--- src/rtl/core/wamt_pkg.sv ---
// Package for the weekly alarm match table: table sizes, entry layout and operation codes.
// It has no dependencies and is imported by every module of the block.
`timescale 1ns / 1ps
`default_nettype none
package wamt_pkg;

    localparam int TABLE_DEPTH = 16;
    localparam int IDX_W       = (TABLE_DEPTH > 1) ? $clog2(TABLE_DEPTH) : 1;
    localparam int CNT_W       = $clog2(TABLE_DEPTH + 1);

    localparam int IN_DATA_W   = 88;
    localparam int IN_USER_W   = 2;
    localparam int OUT_DATA_W  = 32;

    typedef enum logic [1:0] {
        OP_CHECK   = 2'd0,
        OP_CONFIRM = 2'd1,
        OP_APPEND  = 2'd2,
        OP_CLEAR   = 2'd3
    } op_t;

    typedef struct packed {
        logic [4:0]  hour;
        logic [5:0]  minute;
        logic [6:0]  day_mask;
        logic [15:0] amount;
        logic        enabled;
    } entry_attr_t;

    typedef struct packed {
        logic [4:0]  hour;
        logic [5:0]  minute;
        logic [2:0]  weekday;
        logic [31:0] date;
    } now_t;

endpackage
`default_nettype wire

--- src/rtl/core/wamt_match.sv ---
// Due test for one alarm entry against the current time, weekday and date.
// It depends on wamt_pkg for the entry and time layouts.
`timescale 1ns / 1ps
`default_nettype none
module wamt_match (
    input  wire wamt_pkg::entry_attr_t entry,
    input  wire logic [31:0]           last_date,
    input  wire wamt_pkg::now_t        now,
    output logic                       due
);
    import wamt_pkg::*;

    logic [7:0] mask_ext;
    logic       day_hit;

    // Weekday seven selects the padding bit, so it never matches.
    assign mask_ext = {1'b0, entry.day_mask};
    assign day_hit  = mask_ext[now.weekday];

    assign due = entry.enabled
              && (entry.hour == now.hour)
              && (entry.minute == now.minute)
              && day_hit
              && (last_date != now.date);

endmodule
`default_nettype wire

--- src/rtl/core/weekly_alarm_match_table_top.sv ---
// Top level of the weekly alarm match table: sequencer, entry memories and result register.
// It depends on wamt_pkg and instantiates wamt_match as the shared compare unit.
// A check scans at most TABLE_DEPTH entries, one per cycle through the single compare unit, and
// stops at the first due entry; confirm, append and clear go from the execute state straight
// to the result state. One item is in work at a time, and the next is accepted only after
// the result is registered and the sequencer is back in idle. Reset
// clears the entry count and the pending match; the entry memories are not cleared.
`timescale 1ns / 1ps
`default_nettype none
module weekly_alarm_match_table_top (
    input  wire logic                            aclk,
    input  wire logic                            aresetn,
    input  wire logic                            s_axis_tvalid,
    output logic                                 s_axis_tready,
    // now_hour[4:0], now_minute[10:5], now_weekday[13:11], now_date[45:14],
    // new_hour[50:46], new_minute[56:51], new_day_mask[63:57], new_amount[79:64],
    // new_enabled[80], zero padding[87:81]
    input  wire logic [wamt_pkg::IN_DATA_W-1:0]  s_axis_tdata,
    // opcode[1:0]
    input  wire logic [wamt_pkg::IN_USER_W-1:0]  s_axis_tuser,
    output logic                                 m_axis_tvalid,
    input  wire logic                            m_axis_tready,
    // hit[0], hit_index[4:1], hit_amount[20:5], entries_used[25:21], refused[26],
    // zero padding[31:27]
    output logic [wamt_pkg::OUT_DATA_W-1:0]      m_axis_tdata
);
    import wamt_pkg::*;

    typedef enum logic [1:0] {
        ST_IDLE,
        ST_EXEC,
        ST_SCAN,
        ST_RESULT
    } state_t;

    state_t            state_reg, state_next;
    op_t               op_reg, op_next;
    now_t              now_reg, now_next;
    entry_attr_t       new_reg, new_next;
    logic [CNT_W-1:0]  count_reg, count_next;
    logic              pend_valid_reg, pend_valid_next;
    logic [IDX_W-1:0]  pend_idx_reg, pend_idx_next;
    logic [CNT_W-1:0]  scan_cnt_reg, scan_cnt_next;
    logic              cmp_valid_reg, cmp_valid_next;
    logic [IDX_W-1:0]  cmp_idx_reg, cmp_idx_next;
    logic              res_hit_reg, res_hit_next;
    logic [IDX_W-1:0]  res_idx_reg, res_idx_next;
    logic [15:0]       res_amt_reg, res_amt_next;
    logic              res_ref_reg, res_ref_next;
    logic              m_valid_reg, m_valid_next;
    logic [OUT_DATA_W-1:0] m_data_reg, m_data_next;

    entry_attr_t       attr_mem [TABLE_DEPTH];
    logic [31:0]       date_mem [TABLE_DEPTH];
    entry_attr_t       rd_attr_reg;
    logic [31:0]       rd_date_reg;
    logic [IDX_W-1:0]  rd_addr;
    logic [IDX_W-1:0]  wr_addr;
    logic              wr_attr_en;
    logic              wr_date_en;
    logic [31:0]       wr_date;
    logic              issuing;
    logic              due;

    wamt_match u_match (
        .entry     (rd_attr_reg),
        .last_date (rd_date_reg),
        .now       (now_reg),
        .due       (due)
    );

    assign s_axis_tready = (state_reg == ST_IDLE);
    assign m_axis_tvalid = m_valid_reg;
    assign m_axis_tdata  = m_data_reg;
    assign issuing       = (scan_cnt_reg < count_reg);
    assign rd_addr       = scan_cnt_reg[IDX_W-1:0];

    always_comb begin
        state_next      = state_reg;
        op_next         = op_reg;
        now_next        = now_reg;
        new_next        = new_reg;
        count_next      = count_reg;
        pend_valid_next = pend_valid_reg;
        pend_idx_next   = pend_idx_reg;
        scan_cnt_next   = scan_cnt_reg;
        cmp_valid_next  = 1'b0;
        cmp_idx_next    = cmp_idx_reg;
        res_hit_next    = res_hit_reg;
        res_idx_next    = res_idx_reg;
        res_amt_next    = res_amt_reg;
        res_ref_next    = res_ref_reg;
        m_valid_next    = m_valid_reg && !m_axis_tready;
        m_data_next     = m_data_reg;
        wr_attr_en      = 1'b0;
        wr_date_en      = 1'b0;
        wr_addr         = count_reg[IDX_W-1:0];
        wr_date         = 32'd0;

        case (state_reg)
            ST_IDLE: begin
                if (s_axis_tvalid) begin
                    op_next           = op_t'(s_axis_tuser[1:0]);
                    now_next.hour     = s_axis_tdata[4:0];
                    now_next.minute   = s_axis_tdata[10:5];
                    now_next.weekday  = s_axis_tdata[13:11];
                    now_next.date     = s_axis_tdata[45:14];
                    new_next.hour     = s_axis_tdata[50:46];
                    new_next.minute   = s_axis_tdata[56:51];
                    new_next.day_mask = s_axis_tdata[63:57];
                    new_next.amount   = s_axis_tdata[79:64];
                    new_next.enabled  = s_axis_tdata[80];
                    state_next        = ST_EXEC;
                end
            end
            ST_EXEC: begin
                res_hit_next = 1'b0;
                res_idx_next = '0;
                res_amt_next = 16'd0;
                res_ref_next = 1'b0;
                state_next   = ST_RESULT;
                case (op_reg)
                    OP_CHECK: begin
                        scan_cnt_next = '0;
                        state_next    = ST_SCAN;
                    end
                    OP_CONFIRM: begin
                        if (pend_valid_reg && ({1'b0, pend_idx_reg} < count_reg)) begin
                            wr_date_en      = 1'b1;
                            wr_addr         = pend_idx_reg;
                            wr_date         = now_reg.date;
                            pend_valid_next = 1'b0;
                            pend_idx_next   = '0;
                        end else begin
                            res_ref_next = 1'b1;
                        end
                    end
                    OP_APPEND: begin
                        if (count_reg >= CNT_W'(TABLE_DEPTH)) begin
                            res_ref_next = 1'b1;
                        end else begin
                            wr_attr_en = 1'b1;
                            wr_date_en = 1'b1;
                            count_next = count_reg + CNT_W'(1);
                        end
                    end
                    OP_CLEAR: begin
                        count_next = '0;
                    end
                    default: begin
                        res_ref_next = 1'b0;
                    end
                endcase
            end
            ST_SCAN: begin
                cmp_valid_next = issuing;
                cmp_idx_next   = scan_cnt_reg[IDX_W-1:0];
                if (issuing) begin
                    scan_cnt_next = scan_cnt_reg + CNT_W'(1);
                end
                if (cmp_valid_reg && due) begin
                    res_hit_next    = 1'b1;
                    res_idx_next    = cmp_idx_reg;
                    res_amt_next    = rd_attr_reg.amount;
                    pend_valid_next = 1'b1;
                    pend_idx_next   = cmp_idx_reg;
                    state_next      = ST_RESULT;
                end else if (!issuing) begin
                    state_next = ST_RESULT;
                end
            end
            ST_RESULT: begin
                if (!m_valid_reg || m_axis_tready) begin
                    m_valid_next = 1'b1;
                    m_data_next  = {5'd0, res_ref_reg, count_reg, res_amt_reg,
                                    res_idx_reg, res_hit_reg};
                    state_next   = ST_IDLE;
                end
            end
            default: begin
                state_next = ST_IDLE;
            end
        endcase
    end

    always_ff @(posedge aclk) begin
        if (!aresetn) begin
            state_reg      <= ST_IDLE;
            count_reg      <= '0;
            pend_valid_reg <= 1'b0;
            pend_idx_reg   <= '0;
            cmp_valid_reg  <= 1'b0;
            m_valid_reg    <= 1'b0;
        end else begin
            state_reg      <= state_next;
            count_reg      <= count_next;
            pend_valid_reg <= pend_valid_next;
            pend_idx_reg   <= pend_idx_next;
            cmp_valid_reg  <= cmp_valid_next;
            m_valid_reg    <= m_valid_next;
        end
        op_reg       <= op_next;
        now_reg      <= now_next;
        new_reg      <= new_next;
        scan_cnt_reg <= scan_cnt_next;
        cmp_idx_reg  <= cmp_idx_next;
        res_hit_reg  <= res_hit_next;
        res_idx_reg  <= res_idx_next;
        res_amt_reg  <= res_amt_next;
        res_ref_reg  <= res_ref_next;
        m_data_reg   <= m_data_next;
    end

    always_ff @(posedge aclk) begin
        if (wr_attr_en) begin
            attr_mem[wr_addr] <= new_reg;
        end
        if (wr_date_en) begin
            date_mem[wr_addr] <= wr_date;
        end
        rd_attr_reg <= attr_mem[rd_addr];
        rd_date_reg <= date_mem[rd_addr];
    end

    assert property (@(posedge aclk) disable iff (!aresetn)
        count_reg <= CNT_W'(TABLE_DEPTH))
        else $error("entry count exceeds table depth");

    assert property (@(posedge aclk) disable iff (!aresetn)
        $fell(pend_valid_reg) |-> $past(state_reg == ST_EXEC && op_reg == OP_CONFIRM))
        else $error("pending match dropped outside a confirm");

    assert property (@(posedge aclk) disable iff (!aresetn)
        (m_valid_reg && m_data_reg[0]) |-> ({1'b0, m_data_reg[4:1]} < m_data_reg[25:21]))
        else $error("reported hit index is not below the entry count");

    assert property (@(posedge aclk) disable iff (!aresetn)
        $rose(pend_valid_reg) |-> $past(state_reg == ST_SCAN && cmp_valid_reg))
        else $error("pending match set without a compared entry");

endmodule
`default_nettype wire

--- config.mk ---
export PLATFORM = sky130hd
export DESIGN_NAME = weekly_alarm_match_table_top
export DESIGN_NICKNAME = d
export VERILOG_FILES = /design/src/rtl/core/wamt_pkg.sv /design/src/rtl/core/wamt_match.sv /design/src/rtl/core/weekly_alarm_match_table_top.sv
export SDC_FILE = /design/constraint.sdc
export NUM_CORES = 1
export LEC_CHECK = 0
export BUFFER_PORTS_ARGS = -buffer_cell sky130_fd_sc_hd__buf_2
export CAP_MARGIN = 20
export CORE_UTILIZATION = 55
export CTS_CLUSTER_DIAMETER = 100
export DETAILED_ROUTE_END_ITERATION = 8
export GPL_TIMING_DRIVEN = 1
export PLACE_DENSITY = 0.72
export SLEW_MARGIN = 20
export SYNTH_ARGS = -nofsm -noshare
export SYNTH_HDL_FRONTEND = slang
export SYNTH_HIERARCHICAL = 1
export SYNTH_SLANG_ARGS = --single-unit
--- constraint.sdc ---
create_clock -name aclk -period 8 [get_ports aclk]
set_clock_uncertainty 0.2 [all_clocks]
set_input_delay 0.4 -clock aclk [delete_from_list [all_inputs] [get_ports aclk]]
set_output_delay 0.4 -clock aclk [all_outputs]
set_load 0.01 [all_outputs]
==> key figures, run 1 <==
Outcome
  • Outcome: finished, final reports clean

Setup path
  • Category of the most critical setup path: reg -> reg
  • Worst setup slack for register-to-register paths: 3740 ps
  • Data arrival at the endpoint of the critical path: 4380 ps
  • Reg2Reg Capture Point: attr_mem[3][13]
  • Depth of the worst register-to-register path: 7
  • Startpoint Class: register
  • Crit Path Max Fanout: 35
  • CP Data Required Time: 8120 ps
  • Kind of end point of the critical path: register
  • Start of the worst register-to-register path: count_reg[1]

Placed design
  • Total cell area at the placement stage: 0.05111 sq mm
  • Detailed placer's ending HPWL: 49090 um
  • Setup Slack @ Placement: 3630 ps
  • Count of buffers inserted at the top-level ports: 115
  • RD Place Congestion: 0.7966

Power and ir drop
  • Internal portion of total power: 12570 uW
  • Clk network pwr share: 32.3%
  • Net switching power of the design: 4441 uW
  • Power consumption: 17010 uW
  • Fraction of power consumed by sequential logic: 48.3%
  • Gate power share: 19.4%
  • Leak Pwr: 0.01875 uW
  • Power density over cell area: 304.7 mW/mm^2
  • Largest voltage drop on the vdd net: 267.5 uV
  • Switching portion of total power: 26.11%

Detailed routing
  • Final wirelength: 100600 um
  • # DRC: 0
  • DR vias: 23070
  • First-pass detailed-route iteration total: 5
  • Drt wl/cell: 26.41 um
  • Vias/cell: 6.058
  • Detailed router's first-iteration violation count: 1898
  • Remaining antenna violation count: 0

STA
  • Count of final setup violators: 0
  • Slew Viols, Final: 0
  • Highest achievable clock rate: 234.5 MHz
  • Final Hold Vio Count: 0
  • Time the worst path needs with I/O delays and setup: 4264 ps
  • Worst relative slew slack: 23.46%
  • Measured slew at the worst slew-check pin: 1148 ps
  • Unrepaired setup endpoints after global routing: false
  • Sum of negative setup slack: 0 ps
  • Least setup slack across all paths after layout: 3736 ps
  • Crit share post-route: 53.31%

Hold path
  • Worst hold path class: in -> reg
  • Min-delay src: s_axis_tvalid
  • Endpoint of the worst hold path: state_reg[1]
  • Count of cells along the worst hold path: 4

Yosys
  • Number of storage elements in the synthesis netlist: 1294
  • Count leader, synth: edfxtp_1
  • Synth Area in Compound Gates: 2.731%
  • Cell type with the largest total area after synthesis: edfxtp_1
  • Portion of synthesized cell area occupied by the leading cell type: 74.57%
  • Number of warnings reported in the yosys synthesis log: 6
  • Share of synthesized area spent on multiplexers: 13.83%
  • Top post-synthesis cells by area: edfxtp_1, mux4_2, dfxtp_1
  • Cell count after synthesis: 2294
  • Number of enable flip-flop cells after synthesis: 1213
  • Seq/Total Area, Yosys: 77.89%
  • Proportion of synthesized flip-flops having asynchronous set or reset: 0%
  • Dominant register cell in the synthesized netlist: edfxtp_1
  • Adder-cell area share of the yosys netlist: 0.4611%
  • Top cells by instance count after synthesis: edfxtp_1, mux4_2, dfxtp_1, nor2b_1, a21oi_1
  • Post-synthesis share of cell area spent on and, or, nand and nor gates: 2.982%
  • Synthesized area per cell: 21.29 sq um
  • Post-synthesis instance area: 0.04885 sq mm
  • Dominant combinational cell family by area after synthesis: multiplexers
  • XOR/XNOR Fraction of Synth Area: 0.8248%
  • Count of distinct cell types in the synthesized netlist: 55

GRT
  • Vias in the first global route: 23960
  • Aggregate global-route resource usage: 22.79%
  • Pin count of the biggest net entering global routing: 151
  • Global-route wire length before repair: 149800 um
  • Grt ovf: 0
  • Antenna violations before repair: 1

Cells and area
  • Diode count: 0
  • Largest register FFs: 560
  • Area occupied by multi-input gates: 0.01058 sq mm
  • Share of final-layout standard cells stronger than drive strength 1: 25.03%
  • FF+latch area: 0.03805 sq mm
  • Number of nets at the end of the flow: 2661
  • Synth-to-Final Area Change: 14.29%
  • Post-layout instance area: 0.05582 sq mm
  • Fillers: 5638

Clock network
  • Buffers inserted by post-CTS timing repair: 0
  • CTS sink count: 1294
  • CTS Buf Count: 119
  • Depth of the CTS H-tree: 3
  • Clock root buffer: clkbuf_16
  • Clock transition at the registers of the reported paths: 60 ps
  • Number of buffers between clock root and the deepest sink: 3
  • Insertion delay of the later-clocked pin in the worst-skew pair: 710 ps
  • Number of instances resized during post-cts repair: 0
  • Clock tree from TritonCTS: yes

Floorplan
  • Core Box Area: 0.08743 sq mm
  • Number of placed I/O pins: 128
  • Core Rows: 108
  • Vertical die dimension: 300.0 um
  • Initial core utilization: 55.87%
  • Die Footprint: 0.09001 sq mm
  • Die W: 300.0 um

Run
  • Number of violations of the max-capacitance limit: 0
placed cells by master, fill, tap and decap left out, types with 49 or more instances in the layout:
cell type      netlist  final
a211oi_1            67     67
a21oi_1             74     74
and2_1              53     52
buf_2               46    115
buf_4                6     49
clkbuf_16            0    121
dfxtp_1             81     81
dlygate4sd3_1        0     86
edfxtp_1          1213   1213
mux2i_1             71     71
mux4_2             268    268
nor2b_1             75     74
power groups by stage:
stage	Clock [uW]	Sequential [uW]	Combinational [uW]
after floorplan	0	8250	2490
after global placement	0	8330	3240
after detailed placement	0	8370	3290
after CTS	5580	8230	3350
after global routing	5840	8260	3560
final	5490	8220	3290
kinds of logic after synthesis:
group           after synthesis
flops                      1294
mux                         340
simple gates                255
compound gates              200
buf+inv                     140
xor+xnor                     46
fa+ha+maj                    18
other cells                   1
routing by layer:
metal	up-vias	global-route usage, %	wire, um
li1	9947	-	-
met1	12130	29.85	39340
met2	823	39.19	51970
met3	167	3.916	6438
met4	2	7.106	2824
met5	-	0	15
worst max-delay path by stage:
| stage | from | end | slack [ps] | cells past startpoint |
|---|---|---|---|---|
| 3_3_place_gp | count_reg[1] | attr_mem[3][22] | 3790 | 7 |
| 5_1_grt | count_reg[1] | attr_mem[3][12] | 3520 | 7 |
| 2_1_floorplan | count_reg[1] | attr_mem[12][0] | 1910 | 7 |
| 3_5_place_dp | now_reg[38] | res_amt_reg[10] | 3630 | 6 |
| 6_report | count_reg[1] | attr_mem[3][13] | 3740 | 7 |
| 4_1_cts | now_reg[38] | res_amt_reg[14] | 3630 | 6 |
layout make-up:
type                            instances  share of cell area, %
Clock buffer                          167                  6.002
Timing Repair Buffer                  252                  3.304
Tap cell                             1155                  2.589
Inverter                               18                 0.1210
Clock inverter                         58                 0.8853
Sequential cell                      1294                  68.15
Multi-Input combinational cell        864                  18.95
stage by stage:
step           std cells  utilization [%]  hold WS (ps)
6_report            3808            63.85         101.3
5_1_grt             3808            63.85         68.77
3_5_place_dp        3497            58.46         205.2
2_1_floorplan       2298                -         200.3
3_3_place_gp        3497            58.46         201.2
4_1_cts             3808            63.85         24.60
critical path: stages (launching register included):
cell       delay [ps]
dfxtp_1           560
inv_1             220
ha_1              380
a2111oi_4         400
o31a_2            800
nand3_1           450
o21ai_4           240
buf_4             600
timing repair:
action,in CTS,in global routing
hold buffers,86,0
hold endpoints to repair,96,0
endpoints found under the setup margin,0,0
Note: power is estimated with default switching activity, not from simulation.
==> inputs of run 2 (changes only) <==
--- a/config.mk
+++ b/config.mk
@@ -11,7 +11,7 @@
 export CTS_CLUSTER_DIAMETER = 100
 export DETAILED_ROUTE_END_ITERATION = 8
 export GPL_TIMING_DRIVEN = 1
-export PLACE_DENSITY = 0.72
+export PLACE_DENSITY = 0.74
 export SLEW_MARGIN = 20
 export SYNTH_ARGS = -nofsm -noshare
 export SYNTH_HDL_FRONTEND = slang
==> constraint.sdc (replaced) <==
create_clock -name aclk -period 3.85 [get_ports aclk]
set_clock_uncertainty 0.2 [all_clocks]
set_input_delay 0.1925 -clock aclk [delete_from_list [all_inputs] [get_ports aclk]]
set_output_delay 0.1925 -clock aclk [all_outputs]
set_load 0.01 [all_outputs]
==> run 2 against run 1 <==
  * Core utilization up 1.4 points
  * Fmax up 20%
  * Clock power up 120%
  * Register-to-register slack worse by 3400 ps
  * Largest cell class unchanged
  * Via count up 1.0%
  * Critical endpoint is now state_reg[0]
==> key figures, run 2 (synthesized netlist as in run 1, its figures left out) <==
Detailed routing
  • Remaining antenna violation count: 0 (unchanged)
  • Vias/cell: 6.032 (was 6.058)
  • Detailed router's first-iteration violation count: 2216 (was 1898)
  • # DRC: 0 (unchanged)
  • DR vias: 23310 (was 23070)
  • Final wirelength: 103000 um (was 100600 um)
  • First-pass detailed-route iteration total: 5 (unchanged)
  • Drt wl/cell: 26.67 um (was 26.41 um)

Clock network
  • Clock root buffer: clkbuf_16 (unchanged)
  • Clock tree from TritonCTS: yes (unchanged)
  • Insertion delay of the later-clocked pin in the worst-skew pair: 700 ps (was 710 ps)
  • CTS sink count: 1294 (unchanged)
  • CTS Buf Count: 121 (was 119)
  • Number of buffers between clock root and the deepest sink: 3 (unchanged)
  • Number of instances resized during post-cts repair: 0 (unchanged)
  • Quantity of hold-fixing buffers added after cts: 118 (was 86)
  • Depth of the CTS H-tree: 3 (unchanged)
  • Clock transition at the registers of the reported paths: 60 ps (about the same)
  • Buffers inserted by post-CTS timing repair: 0 (unchanged)

Hold path
  • Worst hold path class: in -> reg (unchanged)
  • Count of cells along the worst hold path: 2 (was 4)

STA
  • Measured slew at the worst slew-check pin: 893.9 ps (was 1148 ps)
  • Slew Viols, Final: 0 (unchanged)
  • Crit share post-route: 92.23% (was 53.31%)
  • Unrepaired setup endpoints after global routing: false (unchanged)
  • Final Hold Vio Count: 0 (unchanged)
  • Time the worst path needs with I/O delays and setup: 3551 ps (was 4264 ps)
  • Highest achievable clock rate: 281.6 MHz (was 234.5 MHz)
  • Sum of negative setup slack: 0 ps (unchanged)
  • Worst relative slew slack: 40.40% (was 23.46%)
  • Count of final setup violators: 0 (unchanged)

GRT
  • Grt ovf: 0 (unchanged)
  • Pin count of the biggest net entering global routing: 138 (was 151)
  • Aggregate global-route resource usage: 23.24% (was 22.79%)
  • Global-route wire length before repair: 153200 um (was 149800 um)
  • Antenna violations before repair: 1 (unchanged)
  • Vias in the first global route: 24280 (was 23960)

Cells and area
  • Synth-to-Final Area Change: 16.84% (was 14.29%)
  • Number of nets at the end of the flow: 2713 (was 2661)
  • Post-layout instance area: 0.05707 sq mm (was 0.05582 sq mm)
  • Share of final-layout standard cells stronger than drive strength 1: 25.21% (was 25.03%)
  • Largest register FFs: 560 (unchanged)
  • Fillers: 5489 (was 5638)
  • Commonest cells after routing, fill and taps aside: edfxtp_1, mux4_2, clkbuf_16 (unchanged)
  • Most common cell after layout, fill and taps aside: edfxtp_1 (unchanged)
  • Final cell count without fillers: 3864 (was 3808)
  • Diode count: 0 (unchanged)

Run
  • Number of violations of the max-capacitance limit: 0 (unchanged)

Setup path
  • Crit Path Max Fanout: 4 (was 35)
  • Category of the most critical setup path: reg -> reg (unchanged)
  • Depth of the worst register-to-register path: 11 (was 7)
  • Startpoint Class: register (unchanged)
  • Data arrival at the endpoint of the critical path: 3920 ps (was 4380 ps)
  • CP Data Required Time: 4220 ps (was 8120 ps)
  • Kind of end point of the critical path: register (unchanged)

Floorplan
  • Core Rows: 108 (unchanged)
  • Initial core utilization: 55.87% (unchanged)
  • Number of placed I/O pins: 128 (unchanged)
  • Die W: 300.0 um (unchanged)
  • Die Footprint: 0.09001 sq mm (unchanged)
  • Core Box Area: 0.08743 sq mm (unchanged)
  • Vertical die dimension: 300.0 um (unchanged)

Placed design
  • Detailed placer's ending HPWL: 52820 um (was 49090 um)
  • Total cell area at the placement stage: 0.05179 sq mm (was 0.05111 sq mm)
  • # placed instances: 3515 (was 3497)
  • Count of buffers inserted at the top-level ports: 115 (unchanged)
  • RD Place Congestion: 0.7997 (was 0.7966)

Outcome
  • Outcome: finished, final reports clean (unchanged)

Power and ir drop
  • Power consumption: 36280 uW (was 17010 uW)
  • Leak Pwr: 0.01923 uW (was 0.01875 uW)
  • Largest voltage drop on the vdd net: 420.5 uV (was 267.5 uV)
  • Power density over cell area: 635.6 mW/mm^2 (was 304.7 mW/mm^2)
[run 2: final cells by class]
cell class / count / area [sq um] / area share [%]
clock inverters: 66 / 777.0 / 1.361
multi-input cells: 864 / 10600 / 18.58
clock buffers: 165 / 3323 / 5.823
well taps: 1155 / 1445 / 2.532
flip-flops and latches: 1294 / 38050 / 66.66
repair buffers: 302 / 2813 / 4.928
inverters: 18 / 67.56 / 0.1184
[run 2: critical path, cell delays in order (launching register included)]
cell	delay [ps]
edfxtp_1	410
xnor2_1	330
nand4_1	290
nor4_1	370
buf_4	220
a2111oi_2	80
buf_4	200
a21boi_0	250
buf_4	180
a221oi_1	80
o221a_2	280
dlygate4sd3_1	540
[run 2: path summary, 6_finish.rpt]
| kind | slack (ps) | end | start |
|---|---|---|---|
| max reg2reg | 300 | state_reg[0] | now_reg[9] |
| max | 300 | state_reg[0] | now_reg[9] |
| min | 30 | new_reg[31] | s_axis_tdata[47] |
| min reg2reg | 220 | m_axis_tdata[2] | res_idx_reg[1] |
[run 2: where the power goes]
| group | internal [uW] | switching (uW) | leakage (uW) |
|---|---|---|---|
| clock | 6900 | 5100 | 0.00201 |
| sequential | 16500 | 621 | 0.0125 |
| combinational | 3410 | 3760 | 0.00476 |
| total | 26800 | 9480 | 0.0192 |
[run 2: routing by layer]
metal	GRT usage [%]	wire length (um)	part of all wire (%)
met1	30.45	40290	39
met2	40.38	53840	52
met3	3.201	5780	5.6
met4	7.690	3127	3.0
met5	0	0	0
[run 2: per-stage QoR]
stage	setup WS [ps]	util, %	hold slack, ps
final	299.0	65.28	25.77
after CTS	227.4	65.28	1.560
after detailed placement	423.1	59.24	170.6
after global placement	500.5	59.24	169.4
after floorplan	-478.4	-	91.37
after global routing	117.9	65.28	10.86
